$ cat config.mk
export PLATFORM = sky130hd
export DESIGN_NAME = utf16_to_utf8_encoder
export DESIGN_NICKNAME = d
export VERILOG_FILES = /design/src/rtl/u16u8_pkg.sv /design/src/rtl/utf16_to_utf8_encoder.sv /design/src/rtl/u16u8_front.sv /design/src/rtl/u16u8_fifo.sv /design/src/rtl/u16u8_back.sv
export VERILOG_INCLUDE_DIRS = /design/src /design/src/rtl
export SDC_FILE = /design/constraint.sdc
export NUM_CORES = 1
export LEC_CHECK = 0
export ABC_AREA = 1
export CELL_PAD_IN_SITES_DETAIL_PLACEMENT = 1
export CELL_PAD_IN_SITES_GLOBAL_PLACEMENT = 1
export CORE_AREA = 2 2 105 107
export CTS_BUF_LIST = sky130_fd_sc_hd__clkbuf_8
export DETAILED_ROUTE_END_ITERATION = 7
export DIE_AREA = 0 0 107 109
export DONT_BUFFER_PORTS = 1
export GPL_TIMING_DRIVEN = 1
export HOLD_SLACK_MARGIN = 0.05
export PLACE_DENSITY = 0.78
export SLEW_MARGIN = 20
export SYNTH_ARGS = -nofsm -noshare
export SYNTH_HDL_FRONTEND = slang
export SYNTH_SLANG_ARGS = --single-unit
$ cat constraint.sdc
create_clock -name i_clk -period 4.3 [get_ports i_clk]
set_input_delay 0.43 -clock i_clk [delete_from_list [all_inputs] [get_ports i_clk]]
set_output_delay 0.43 -clock i_clk [all_outputs]
set_load 0.01 [all_outputs]
$ cat src/rtl/assert_macros.svh
// Assertion macros shared by the RTL that carries checks.
`ifndef ASSERT_MACROS_SVH
`define ASSERT_MACROS_SVH

// Same-cycle implication, clocked on i_clk, off while reset is held.
`define AST_NOW(label, ante, cons) \
    label: assert property (@(posedge i_clk) disable iff (!i_rst_n) (ante) |-> (cons)) \
        else $error("assertion failed: %m");

// Next-cycle implication, clocked on i_clk, off while reset is held.
`define AST_NEXT(label, ante, cons) \
    label: assert property (@(posedge i_clk) disable iff (!i_rst_n) (ante) |=> (cons)) \
        else $error("assertion failed: %m");

`endif

$ cat src/rtl/u16u8_pkg.sv
// Types, constants and the byte encoder shared by the UTF-16 to UTF-8 blocks.
package u16u8_pkg;

    localparam int CP_W       = 21;
    localparam int FIFO_DEPTH = 2;
    localparam int FIFO_PTR_W = (FIFO_DEPTH > 1) ? $clog2(FIFO_DEPTH) : 1;
    localparam int FIFO_CNT_W = $clog2(FIFO_DEPTH + 1);

    localparam logic [CP_W-1:0] SUPP_BASE = 21'h10000;

    localparam logic [5:0] HI_SURR_TAG = 6'b110110;
    localparam logic [5:0] LO_SURR_TAG = 6'b110111;

    typedef enum logic [2:0] {
        K_ERR,
        K_ONE,
        K_TWO,
        K_THREE,
        K_FOUR
    } t_kind;

    typedef struct packed {
        t_kind           kind;
        logic [CP_W-1:0] cp;
    } t_cmd;

    typedef struct packed {
        logic full;
        logic empty;
    } t_fifo_stat;

    typedef struct packed {
        logic [7:0] data;
        logic       last;
        logic       err;
    } t_enc;

    // Byte number idx of the encoding of cp.
    function automatic t_enc f_enc(t_kind kind, logic [CP_W-1:0] cp, logic [1:0] idx);
        t_enc r;
        r.data = 8'h00;
        r.last = 1'b1;
        r.err  = 1'b0;
        unique case (kind)
            K_ERR: begin
                r.err = 1'b1;
            end
            K_ONE: begin
                r.data = {1'b0, cp[6:0]};
            end
            K_TWO: begin
                r.last = (idx == 2'd1);
                r.data = (idx == 2'd0) ? {3'b110, cp[10:6]} : {2'b10, cp[5:0]};
            end
            K_THREE: begin
                r.last = (idx == 2'd2);
                unique case (idx)
                    2'd0:    r.data = {4'b1110, cp[15:12]};
                    2'd1:    r.data = {2'b10, cp[11:6]};
                    default: r.data = {2'b10, cp[5:0]};
                endcase
            end
            K_FOUR: begin
                r.last = (idx == 2'd3);
                unique case (idx)
                    2'd0:    r.data = {5'b11110, cp[20:18]};
                    2'd1:    r.data = {2'b10, cp[17:12]};
                    2'd2:    r.data = {2'b10, cp[11:6]};
                    default: r.data = {2'b10, cp[5:0]};
                endcase
            end
            default: begin
                r.err = 1'b1;
            end
        endcase
        return r;
    endfunction

endpackage

$ cat src/rtl/utf16_to_utf8_encoder.sv
// Top level of the UTF-16 to UTF-8 encoder.
//
//  channel | dir | handshake         | beat payload
//  --------+-----+-------------------+-------------------------------------------
//  input   | in  | i_valid / o_stall | i_code_unit[15:0], i_end_of_string
//  output  | out | o_valid / i_stall | o_out_byte[7:0], o_last_byte, o_error
//
// One code unit is taken per cycle while the command queue has room.
// Each unit yields 0 to 4 output beats, one per cycle while i_stall is low;
// the byte sequencer in the back end sets the rate.
// Input to first output beat: the unit is queued, then loaded into the output register.
// Reset (i_rst_n low, synchronous) drops held surrogate, skip state,
// queued commands and the output register.
// o_stall follows queue full only; output stalls back up into the queue.
module utf16_to_utf8_encoder (
    input  logic        i_clk,
    input  logic        i_rst_n,
    input  logic        i_valid,
    output logic        o_stall,
    input  logic [15:0] i_code_unit,
    input  logic        i_end_of_string,
    output logic        o_valid,
    input  logic        i_stall,
    output logic [7:0]  o_out_byte,
    output logic        o_last_byte,
    output logic        o_error
);
    import u16u8_pkg::*;

    `include "assert_macros.svh"

    logic       w_push;
    logic       w_pop;
    t_cmd       w_cmd;
    t_cmd       w_head;
    t_fifo_stat w_fifo_stat;

    // classify units, pair surrogates, drop units after an error
    u16u8_front u_front (
        .i_clk           (i_clk),
        .i_rst_n         (i_rst_n),
        .i_valid         (i_valid),
        .o_stall         (o_stall),
        .i_code_unit     (i_code_unit),
        .i_end_of_string (i_end_of_string),
        .i_fifo_stat     (w_fifo_stat),
        .o_push          (w_push),
        .o_cmd           (w_cmd)
    );

    // decouples unit intake from byte emission
    u16u8_fifo u_fifo (
        .i_clk   (i_clk),
        .i_rst_n (i_rst_n),
        .i_push  (w_push),
        .i_cmd   (w_cmd),
        .i_pop   (w_pop),
        .o_head  (w_head),
        .o_stat  (w_fifo_stat)
    );

    // walks each command out as 1 to 4 byte beats
    u16u8_back u_back (
        .i_clk       (i_clk),
        .i_rst_n     (i_rst_n),
        .i_head      (w_head),
        .i_fifo_stat (w_fifo_stat),
        .o_pop       (w_pop),
        .o_valid     (o_valid),
        .i_stall     (i_stall),
        .o_out_byte  (o_out_byte),
        .o_last_byte (o_last_byte),
        .o_error     (o_error)
    );

    // front never pushes into a full queue
    `AST_NOW(a_no_push_full, w_push, !w_fifo_stat.full)
    // queue never reports full and empty together
    `AST_NOW(a_fifo_stat_sane, 1'b1, !(w_fifo_stat.full && w_fifo_stat.empty))
    // error beat stands alone and carries a zero byte
    `AST_NOW(a_err_beat, o_valid && o_error, o_last_byte && (o_out_byte == 8'h00))
    // non-final beats belong to a multi-byte sequence
    `AST_NOW(a_mid_beat, o_valid && !o_last_byte, o_out_byte[7] && !o_error)

endmodule

$ cat src/rtl/u16u8_front.sv
// Front end: takes code units, tracks surrogate pairing and error skip, issues commands.
module u16u8_front (
    input  logic                  i_clk,
    input  logic                  i_rst_n,
    input  logic                  i_valid,
    output logic                  o_stall,
    input  logic [15:0]           i_code_unit,
    input  logic                  i_end_of_string,
    input  u16u8_pkg::t_fifo_stat i_fifo_stat,
    output logic                  o_push,
    output u16u8_pkg::t_cmd       o_cmd
);
    import u16u8_pkg::*;

    logic       r_held_valid, n_held_valid;
    logic       r_halted, n_halted;
    logic [9:0] r_held_bits, n_held_bits;

    logic accept;
    logic is_high;
    logic is_low;

    assign o_stall = i_fifo_stat.full;
    assign accept  = i_valid && !i_fifo_stat.full;
    assign is_high = (i_code_unit[15:10] == HI_SURR_TAG);
    assign is_low  = (i_code_unit[15:10] == LO_SURR_TAG);

    always_comb begin
        n_held_valid = r_held_valid;
        n_halted     = r_halted;
        n_held_bits  = r_held_bits;
        o_push       = 1'b0;
        o_cmd.kind   = K_ERR;
        o_cmd.cp     = '0;
        if (accept) begin
            priority if (r_halted) begin
                // skipping after an error until the string ends
                if (i_end_of_string) begin
                    n_halted     = 1'b0;
                    n_held_valid = 1'b0;
                end
            end else if (r_held_valid) begin
                o_push       = 1'b1;
                n_held_valid = 1'b0;
                if (is_low) begin
                    o_cmd.kind = K_FOUR;
                    o_cmd.cp   = SUPP_BASE + {1'b0, r_held_bits, i_code_unit[9:0]};
                end else begin
                    n_halted = !i_end_of_string;
                end
            end else if (is_low) begin
                o_push   = 1'b1;
                n_halted = !i_end_of_string;
            end else if (is_high) begin
                if (i_end_of_string) begin
                    o_push   = 1'b1;
                end else begin
                    n_held_valid = 1'b1;
                    n_held_bits  = i_code_unit[9:0];
                end
            end else begin
                o_push   = 1'b1;
                o_cmd.cp = {5'd0, i_code_unit};
                priority if (i_code_unit[15:7] == '0) begin
                    o_cmd.kind = K_ONE;
                end else if (i_code_unit[15:11] == '0) begin
                    o_cmd.kind = K_TWO;
                end else begin
                    o_cmd.kind = K_THREE;
                end
            end
        end
    end

    always_ff @(posedge i_clk) begin
        if (!i_rst_n) begin
            r_held_valid <= 1'b0;
            r_halted     <= 1'b0;
        end else begin
            r_held_valid <= n_held_valid;
            r_halted     <= n_halted;
        end
        r_held_bits <= n_held_bits;
    end

endmodule

$ cat src/rtl/u16u8_fifo.sv
// Short command queue between front and back end.
module u16u8_fifo (
    input  logic                  i_clk,
    input  logic                  i_rst_n,
    input  logic                  i_push,
    input  u16u8_pkg::t_cmd       i_cmd,
    input  logic                  i_pop,
    output u16u8_pkg::t_cmd       o_head,
    output u16u8_pkg::t_fifo_stat o_stat
);
    import u16u8_pkg::*;

    t_cmd                  r_mem [FIFO_DEPTH];
    logic [FIFO_PTR_W-1:0] r_wr_ptr, n_wr_ptr;
    logic [FIFO_PTR_W-1:0] r_rd_ptr, n_rd_ptr;
    logic [FIFO_CNT_W-1:0] r_count, n_count;

    logic do_push;
    logic do_pop;

    assign o_stat.full  = (r_count == FIFO_CNT_W'(FIFO_DEPTH));
    assign o_stat.empty = (r_count == '0);
    assign do_push      = i_push && !o_stat.full;
    assign do_pop       = i_pop && !o_stat.empty;
    assign o_head       = r_mem[r_rd_ptr];

    always_comb begin
        n_wr_ptr = r_wr_ptr;
        n_rd_ptr = r_rd_ptr;
        n_count  = r_count;
        if (do_push) begin
            n_wr_ptr = (r_wr_ptr == FIFO_PTR_W'(FIFO_DEPTH - 1)) ? '0 : r_wr_ptr + 1'b1;
        end
        if (do_pop) begin
            n_rd_ptr = (r_rd_ptr == FIFO_PTR_W'(FIFO_DEPTH - 1)) ? '0 : r_rd_ptr + 1'b1;
        end
        unique case ({do_push, do_pop})
            2'b10:   n_count = r_count + 1'b1;
            2'b01:   n_count = r_count - 1'b1;
            default: n_count = r_count;
        endcase
    end

    always_ff @(posedge i_clk) begin
        if (!i_rst_n) begin
            r_wr_ptr <= '0;
            r_rd_ptr <= '0;
            r_count  <= '0;
        end else begin
            r_wr_ptr <= n_wr_ptr;
            r_rd_ptr <= n_rd_ptr;
            r_count  <= n_count;
        end
        if (do_push) begin
            r_mem[r_wr_ptr] <= i_cmd;
        end
    end

endmodule

$ cat src/rtl/u16u8_back.sv
// Back end: turns commands into UTF-8 byte beats behind an output register.
module u16u8_back (
    input  logic                  i_clk,
    input  logic                  i_rst_n,
    input  u16u8_pkg::t_cmd       i_head,
    input  u16u8_pkg::t_fifo_stat i_fifo_stat,
    output logic                  o_pop,
    output logic                  o_valid,
    input  logic                  i_stall,
    output logic [7:0]            o_out_byte,
    output logic                  o_last_byte,
    output logic                  o_error
);
    import u16u8_pkg::*;

    logic       r_valid, n_valid;
    logic       r_busy, n_busy;
    t_cmd       r_cmd, n_cmd;
    logic [1:0] r_idx, n_idx;
    t_enc       r_out, n_out;

    logic       load;
    logic       have;
    t_cmd       cur;
    logic [1:0] cur_idx;
    t_enc       enc;

    assign load    = !r_valid || !i_stall;
    assign have    = r_busy || !i_fifo_stat.empty;
    assign cur     = r_busy ? r_cmd : i_head;
    assign cur_idx = r_busy ? r_idx : 2'd0;
    assign enc     = f_enc(cur.kind, cur.cp, cur_idx);
    assign o_pop   = load && !r_busy && !i_fifo_stat.empty;

    always_comb begin
        n_valid = r_valid;
        n_busy  = r_busy;
        n_cmd   = r_cmd;
        n_idx   = r_idx;
        n_out   = r_out;
        if (load) begin
            n_valid = have;
            if (have) begin
                n_out  = enc;
                n_busy = !enc.last;
                n_cmd  = cur;
                n_idx  = cur_idx + 2'd1;
            end
        end
    end

    always_ff @(posedge i_clk) begin
        if (!i_rst_n) begin
            r_valid <= 1'b0;
            r_busy  <= 1'b0;
        end else begin
            r_valid <= n_valid;
            r_busy  <= n_busy;
        end
        r_cmd <= n_cmd;
        r_idx <= n_idx;
        r_out <= n_out;
    end

    assign o_valid     = r_valid;
    assign o_out_byte  = r_out.data;
    assign o_last_byte = r_out.last;
    assign o_error     = r_out.err;

endmodule

==> impl_summary.txt, run 1 <==
----------------------------------------------------
[CTS]
  Clock buffer count from CTS ... 9
  TritonCTS clock tree ... done
  Hold buffer count at cts ... 0
  Longest Clk Path Bufs ... 2
  Resized cells post-CTS ... 0
  Clock edge transition at the registers on the reported setup and hold paths ... 0.10 ns
  H-tree depth reported by CTS ... 3
  Clock sink total ... 103
  Buffer cell driving the clock tree root ... clkbuf_8
  Clock Latency Late Sink ... 0.37 ns
  Setup repair bufs after CTS ... 0

[STA]
  Final Setup Violations ... 0
  Worst slew margin relative to its limit ... 40.8%
  Total count of max-transition violations in the final report ... 0
  Tmin final ... 2.33 ns
  Clock skew ... 0.0143 ns
  Max Clk Rate ... 429 MHz
  Final TNS setup ... 0 ns
  Tcrit/Tclk final ... 54.3%
  Slew at the pin closest to its max-slew limit ... 0.886 ns
  RSZ-0062 raised after global routing ... false
  Post-layout worst setup margin ... 1.97 ns
  Count of final hold-check violations ... 0

[Setup path]
  Worst setup path class ... register to register
  Highest net fanout along the worst path ... 25
  Setup crit end kind ... register
  Capturing point of the worst reg2reg path ... u_back.o_out_byte[2]
  Number of cell instances on the worst register-to-register path ... 10
  Startpoint types ... register
  Worst setup slack for register-to-register paths ... 1.97 ns
  Data arrival time of the worst path ... 2.45 ns
  Worst Path Required ... 4.42 ns

[Synth]
  Number of warnings printed during yosys synthesis ... 0
  Synthesized area ... 4740 um^2
  Flip-flop and latch count after synthesis ... 103
  Cell count after synthesis ... 447
  Net count after synthesis ... 476
  Unique masters post-synth ... 40
  Avg Synthesized Cell Area ... 10.6 um^2
  Sequential cell area fraction in the yosys report ... 63.4%

[Place]
  Sum of net half-perimeters after detailed placement ... 8030 um
  Final weighted congestion in routability-driven placement ... 0.835
  Count of buffers inserted at the top-level ports ... 0
  Number of instances in the placed design ... 578
  Post-placement worst setup slack ... 1.95 ns

[Floorplanning]
  Die Span X ... 107 um
  Chip Height ... 109 um
  Full die area ... 11700 um^2
  Area of the core ... 10600 um^2
  Standard-cell row count ... 38
  Initial cell density of the core ... 44.7%
  Number of top-level design ports ... 33

[Hold path]
  Hold_sp ... i_code_unit[0]
  Kind of path behind the tightest hold check ... input port to register
  Hold Crit Depth ... 0
  Worst Hold End ... u_front.r_held_bits[0]

[Finish]
  Fraction of final layout cells sized beyond drive strength 1 ... 12.3%
  N_diodes ... 0
  Post-route core utilization ... 48.6%
  Number of filler instances in the final layout ... 1173
  Count of non-filler cells in the finished layout ... 594
  Area added between synthesis and finish ... 8.79%
  Net count, final ... 478

[Drt]
  Via total after detailed routing ... 3215
  Remaining number of nets flagged by the antenna check after routing ... 0
  TritonRoute pass-1 iters ... 5
  Vias per inst ... 5.41
  Final WL ... 11000 um
  Routed length per placed instance ... 18.5 um
  Post-route DRC ... 0
  Iteration-0 DRC count of the detailed router ... 188

[Global route]
  Overall global routing resource usage ... 19.9%
  GR Overflow Total ... 0
  Wire length of the first global-routing pass ... 17400 um
  Antenna violations before repair ... 0
  Via count of the first global-routing pass ... 3304
  Maximum number of pins on one net before global-route repair ... 33

[Power]
  Leakage power total ... 1.97 nW
  Peak supply drop ... 0.294 mV
  Cell area power density ... 763 nW/um^2

[Outcome]
  Run status ... complete, no violations

[Flow run]
  Max Cap Viol ... 0

----------------------------------------------------
==> routing by layer <==
layer	routed length [um]	up-vias	track usage (%)
li1	-	1548	-
met1	4940	1567	26.7
met2	5270	83	32.6
met3	583	17	4.12
met4	196	0	6.68
met5	0	-	0
==> worst max-delay path by stage <==
| stage | to | cells past startpoint | slack [ns] | from |
|---|---|---|---|---|
| CTS | u_back.o_out_byte[2] | 10 | 1.95 | register |
| finish | u_back.o_out_byte[2] | 10 | 1.97 | register |
| global placement | u_back.o_last_byte | 3 | 2.00 | u_back.r_busy |
| global route | u_front.r_held_bits[2] | 4 | 1.74 | u_fifo.r_count[0] |
| detailed placement | u_back.o_out_byte[2] | 10 | 1.95 | register |
| floorplan | u_fifo.r_mem[1][0] | 4 | 1.94 | i_valid |
==> metrics by stage <==
stage          instance area [um^2]  power, W  hold slack [ns]
2_1_floorplan                  4740   0.00273            0.443
3_3_place_gp                   4870   0.00307            0.476
3_5_place_dp                   4900   0.00318            0.500
4_1_cts                        5160   0.00395            0.135
5_1_grt                        5160   0.00417            0.128
6_report                       5160   0.00393            0.159
==> flip-flops by register name, summed over array words and instances (netlist names), 2 cells and up, named ones only <==
name	flops
u_back.r_idx	2
u_back.o_out_byte	8
u_fifo.r_count	2
u_back.r_cmd	24
u_front.r_held_bits	10
u_fifo.r_mem	48
==> synthesized netlist by cell type (all sizes together) <==
master | count | area, um^2
nand2 | 101 | 402
edfxtp | 94 | 2820
nor2 | 58 | 230
inv | 40 | 153
a21oi | 36 | 206
nand3 | 25 | 158
o21ai | 23 | 123
buf | 10 | 70.1
o211ai | 10 | 75.1
dfxtp | 9 | 180
ha | 8 | 100
nor3 | 6 | 30.0
nand4 | 5 | 31.3
clkbuf | 3 | 11.3
or2 | 3 | 18.8
a22oi | 2 | 15.0
a32o | 2 | 20.0
clkinv | 2 | 7.51
a31oi | 1 | 6.26
a41oi | 1 | 8.76
and3 | 1 | 6.26
nand3b | 1 | 7.51
nor4 | 1 | 6.26
o221ai | 1 | 8.76
o22ai | 1 | 12.5
o31ai | 1 | 12.5
xnor2 | 1 | 8.76
xor2 | 1 | 8.76
==> cell families (layout without fill, tap and decap cells) <==
| group | after synthesis | in the layout | share of synthesized area (%) |
|---|---|---|---|
| XOR/XNOR | 2 | 2 | 0.370 |
| AND/OR/NAND/NOR | 201 | 201 | 18.8 |
| flip-flops | 103 | 103 | 63.4 |
| AO/OA/AOI/OAI | 78 | 78 | 10.3 |
| adder cells (fa/ha/maj) | 8 | 8 | 2.11 |
| buffers and inverters | 55 | 62 | 5.10 |
==> cells in the final DEF, fill, tap and decap left out, types with 2 or more instances in the layout <==
| master | instances |
|---|---|
| nand2_1 | 96 |
| edfxtp_1 | 94 |
| nor2_1 | 51 |
| inv_1 | 32 |
| a21oi_1 | 29 |
| nand3_1 | 20 |
| o21ai_0 | 17 |
| o211ai_1 | 10 |
| dfxtp_1 | 9 |
| clkbuf_8 | 9 |
| inv_2 | 8 |
| ha_1 | 8 |
| nor2_2 | 7 |
| nor3_1 | 6 |
| a21oi_2 | 6 |
| nand4_1 | 5 |
| o21ai_1 | 4 |
| nand3_2 | 4 |
| bufinv_16 | 4 |
| or2_1 | 3 |
| nand2_2 | 3 |
| buf_4 | 3 |
| nand2_4 | 2 |
| o21ai_2 | 2 |
| clkinv_1 | 2 |
| a22oi_1 | 2 |
| a32o_1 | 2 |
==> cell type report <==
type                            instances  area (um^2)  share of cell area, %
Clock inverter                          7          136                   2.64
Inverter                               42          160                   3.11
Sequential cell                       103         3000                   58.2
Timing Repair Buffer                    4         50.0                  0.971
Tap cell                              140          175                   3.40
Multi-Input combinational cell        289         1510                   29.2
Clock buffer                            9          124                   2.40
==> report_power, final <==
group          leakage, nW  total [W]  internal (W)  switching (W)
clock network        0.131   0.000771      0.000442       0.000329
registers            0.972    0.00171       0.00156       0.000149
logic                0.869    0.00146      0.000423        0.00103
==> critical path, stage by stage, from the launching register on <==
cell,delay [ns]
dfxtp_1,0.91
inv_4,0.26
nand2_1,0.15
nand3_2,0.10
nand2_4,0.15
nor2_2,0.06
nand2_2,0.10
inv_2,0.08
nand2_1,0.07
nand2_1,0.05
nand3b_1,0.15
Power figures use the tool's default switching activity.
==> run 2: changes to the inputs <==
==> constraint.sdc (replaced) <==
create_clock -name i_clk -period 2.2 [get_ports i_clk]
set_input_delay 0.22 -clock i_clk [delete_from_list [all_inputs] [get_ports i_clk]]
set_output_delay 0.22 -clock i_clk [all_outputs]
set_load 0.01 [all_outputs]
==> run 2 against run 1 <==
Hold slack worse by 0.094 ns. Critical path depth is 1 lower. Clock-buffer cell count rose by 1. Highest routed layer unchanged. Clock skew fell by 0.0011 ns. Core utilization up 1.0 points. Critical path type unchanged.
==> impl_summary.txt, run 2 (synthesis results as in run 1) <==
----------------------------------------------------
[Setup path]
  Startpoint types ... register
  Worst reg2reg path startpoint ... u_fifo.r_count[0]
  Capturing point of the worst reg2reg path ... u_fifo.r_count[1]
  Setup crit end kind ... register
  Slowest cell delay on critical path ... 0.45 ns (-0.46 ns)
  Worst setup slack for register-to-register paths ... 0.29 ns (-1.67 ns)
  Most Frequent Cell on Critical Path ... nand2_1
  Data arrival time of the worst path ... 2.23 ns (-0.22 ns)
  Worst Path Required ... 2.52 ns (-1.90 ns)
  Crit path max-delay family ... simple AND/OR/NAND/NOR gates
  Highest net fanout along the worst path ... 7 (-72%)
  Critical path depth ... 9 (-1)
  Total buffers and inverters traversed by the critical path ... 1 (-1)
  Standard cell with the maximum stage delay on the critical path ... dfxtp_1
  List of cells traversed by the critical path ... o21ai_1 > nor2_2 > nand2_1 > ha_1 > inv_1 > nand2_1 > nor2_1 > o21ai_0 > a21oi_1
  Worst setup path start ... u_fifo.r_count[0]
  Worst setup path class ... register to register
  Number of cell instances on the worst register-to-register path ... 9 (-1)
  Worst setup path end ... u_fifo.r_count[1]

[Finish]
  Largest registers ... u_fifo.r_mem x48, u_back.r_cmd x24, u_front.r_held_bits x10
  Leading cell type in the layout, fill and taps excluded ... nand2_1
  Sequential cell area ... 3000 um^2 (unchanged)
  Number of filler instances in the final layout ... 1169 (-0.34%)
  Net count, final ... 501 (+4.8%)
  Fraction of final layout cells sized beyond drive strength 1 ... 14.3% (+1.9 points)
  Max reg flops ... 48 (unchanged)
  Area of combinational cells with multiple inputs ... 1510 um^2 (unchanged)
  N_diodes ... 0 (unchanged)
  Area added between synthesis and finish ... 11.1%
  Largest register by flop count ... u_fifo.r_mem
  Top library cells by usage in the layout, fill and taps aside ... nand2_1, edfxtp_1, nor2_1, inv_1, a21oi_1

[Power]
  Leakage power total ... 2.03 nW (+2.8%)
  Part of the power in registers ... 44.3% (+0.9 points)
  Internal power contribution ... 0.00438 W (+81%)
  Share of total power in the clock network ... 15.7% (-3.9 points)
  Cell area power density ... 1420 nW/um^2 (+87%)
  Peak supply drop ... 0.536 mV (+83%)
  Part of the power in combinational logic ... 40.0% (+3.0 points)
  P_sw ... 0.00312 W (+110%)
  Share of total power consumed by net switching ... 41.5% (+3.1 points)

[CTS]
  TritonCTS clock tree ... done
  H-tree depth reported by CTS ... 3 (unchanged)
  Clock sink total ... 103 (unchanged)
  Clock Latency Late Sink ... 0.38 ns (about the same)
  Longest Clk Path Bufs ... 2 (unchanged)
  Buffer cell driving the clock tree root ... clkbuf_8
  Clock edge transition at the registers on the reported setup and hold paths ... 0.11 ns (about the same)
  Resized cells post-CTS ... 0 (unchanged)
  Setup repair bufs after CTS ... 0 (unchanged)
  Clock buffer count from CTS ... 9 (unchanged)

[Global route]
  GR Overflow Total ... 0 (unchanged)
  Maximum number of pins on one net before global-route repair ... 26 (-21%)
  Antenna violations before repair ... 0 (unchanged)
  Overall global routing resource usage ... 21.8% (+1.9 points)
  Via count of the first global-routing pass ... 3417 (+3.4%)
  Wire length of the first global-routing pass ... 18900 um (+8.2%)

[Floorplanning]
  Full die area ... 11700 um^2 (unchanged)
  Initial cell density of the core ... 44.7% (unchanged)
  Area of the core ... 10600 um^2 (unchanged)
  Die Span X ... 107 um (unchanged)
  Standard-cell row count ... 38 (unchanged)
  Number of top-level design ports ... 33 (unchanged)
  Chip Height ... 109 um (unchanged)

[Drt]
  Post-route DRC ... 0 (unchanged)
  Final WL ... 11800 um (+7.7%)
  Routed length per placed instance ... 19.2 um (+3.7%)
  Via total after detailed routing ... 3287 (+2.2%)
  Remaining number of nets flagged by the antenna check after routing ... 0 (unchanged)
  TritonRoute pass-1 iters ... 5 (unchanged)
  Vias per inst ... 5.33 (-1.6%)
  Iteration-0 DRC count of the detailed router ... 133 (-29%)

[STA]
  Final Setup Violations ... 0 (unchanged)
  Slew at the pin closest to its max-slew limit ... 0.431 ns (-0.455 ns)
  RSZ-0062 raised after global routing ... false
  Max Clk Rate ... 524 MHz (+22%)
  Final TNS setup ... 0 ns (unchanged)
  Tcrit/Tclk final ... 86.7% (+32 points)
  Worst slew margin relative to its limit ... 71.2% (+30 points)
  Worst slack on hold paths ... 0.0652 ns (-0.0940 ns)
  Clock skew ... 0.0132 ns (-0.00106 ns)
  Tmin final ... 1.91 ns (-0.425 ns)
  Total count of max-transition violations in the final report ... 0 (unchanged)
  Count of final hold-check violations ... 0 (unchanged)

[Place]
  Count of buffers inserted at the top-level ports ... 0 (unchanged)
  Sum of net half-perimeters after detailed placement ... 8530 um (+6.2%)
  Final weighted congestion in routability-driven placement ... 0.892 (+6.8%)

[Flow run]
  Max Cap Viol ... 0 (unchanged)

[Hold path]
  Kind of path behind the tightest hold check ... input port to register

[Outcome]
  Run status ... complete, no violations

----------------------------------------------------
[run 2: layout make-up]
| class | instances | area share, % |
|---|---|---|
| flip-flops and latches | 103 | 57.0 |
| multi-input cells | 289 | 28.6 |
| repair buffers | 27 | 4.42 |
| well taps | 140 | 3.33 |
| inverters | 42 | 3.04 |
| clock buffers | 10 | 2.61 |
| clock inverters | 6 | 0.950 |
[run 2: power by group through the flow]
| stage | sequential, W | combinational [W] | clock, W |
|---|---|---|---|
| floorplan | 0.00328 | 0.00206 | 0 |
| global placement | 0.00333 | 0.00288 | 0 |
| detailed placement | 0.00336 | 0.00298 | 0 |
| CTS | 0.00333 | 0.00301 | 0.00120 |
| global route | 0.00338 | 0.00334 | 0.00126 |
| finish | 0.00332 | 0.00300 | 0.00118 |
[run 2: worst min-delay path by stage]
stage	slack (ns)	cells after the start	end	from
after floorplan	0.32	0	u_front.r_held_bits[0]	i_code_unit[0]
after global placement	0.32	0	u_front.r_held_bits[1]	i_code_unit[1]
after detailed placement	0.32	0	u_front.r_held_bits[1]	i_code_unit[1]
after CTS	0.07	2	u_fifo.r_rd_ptr	i_rst_n
after global routing	0.08	2	u_fifo.r_rd_ptr	i_rst_n
final	0.07	2	u_fifo.r_rd_ptr	i_rst_n
[run 2: worst reg2reg max path, delay by kind of cell, from the launching register on]
family                     cells  cell delay [ns]
DFF                            1             0.45
adders and majority gates      1             0.30
and+or+nand+nor                4             0.64
AOI/OAI and AO/OA              3             0.37
buffers and inverters          1             0.09
[run 2: routing by layer]
metal  up-vias  track usage [%]  wire, um
met5         -                0         0
met2        63             35.4      5680
met1      1613             29.4      5480
met4         0             9.00       263
met3        15             3.53       407
li1       1596                -         -
[run 2: timing repair]
action / in CTS / in global routing
hold buffers: 12 / 0
endpoints found under the setup margin: 0 / 0
hold endpoints to repair: 15 / 0
[run 2: metrics by stage]
| step | area (um^2) | utilization [%] | cells | total power [W] | worst slack, ns |
|---|---|---|---|---|---|
| after floorplan | 4740 | - | 447 | 0.00535 | 0.0221 |
| after global placement | 4960 | 46.8 | 589 | 0.00621 | 0.358 |
| after detailed placement | 4960 | 46.8 | 589 | 0.00635 | 0.296 |
| after CTS | 5270 | 49.7 | 617 | 0.00754 | 0.275 |
| after global routing | 5270 | 49.7 | 617 | 0.00798 | 0.0850 |
| final | 5270 | 49.7 | 617 | 0.00750 | 0.292 |
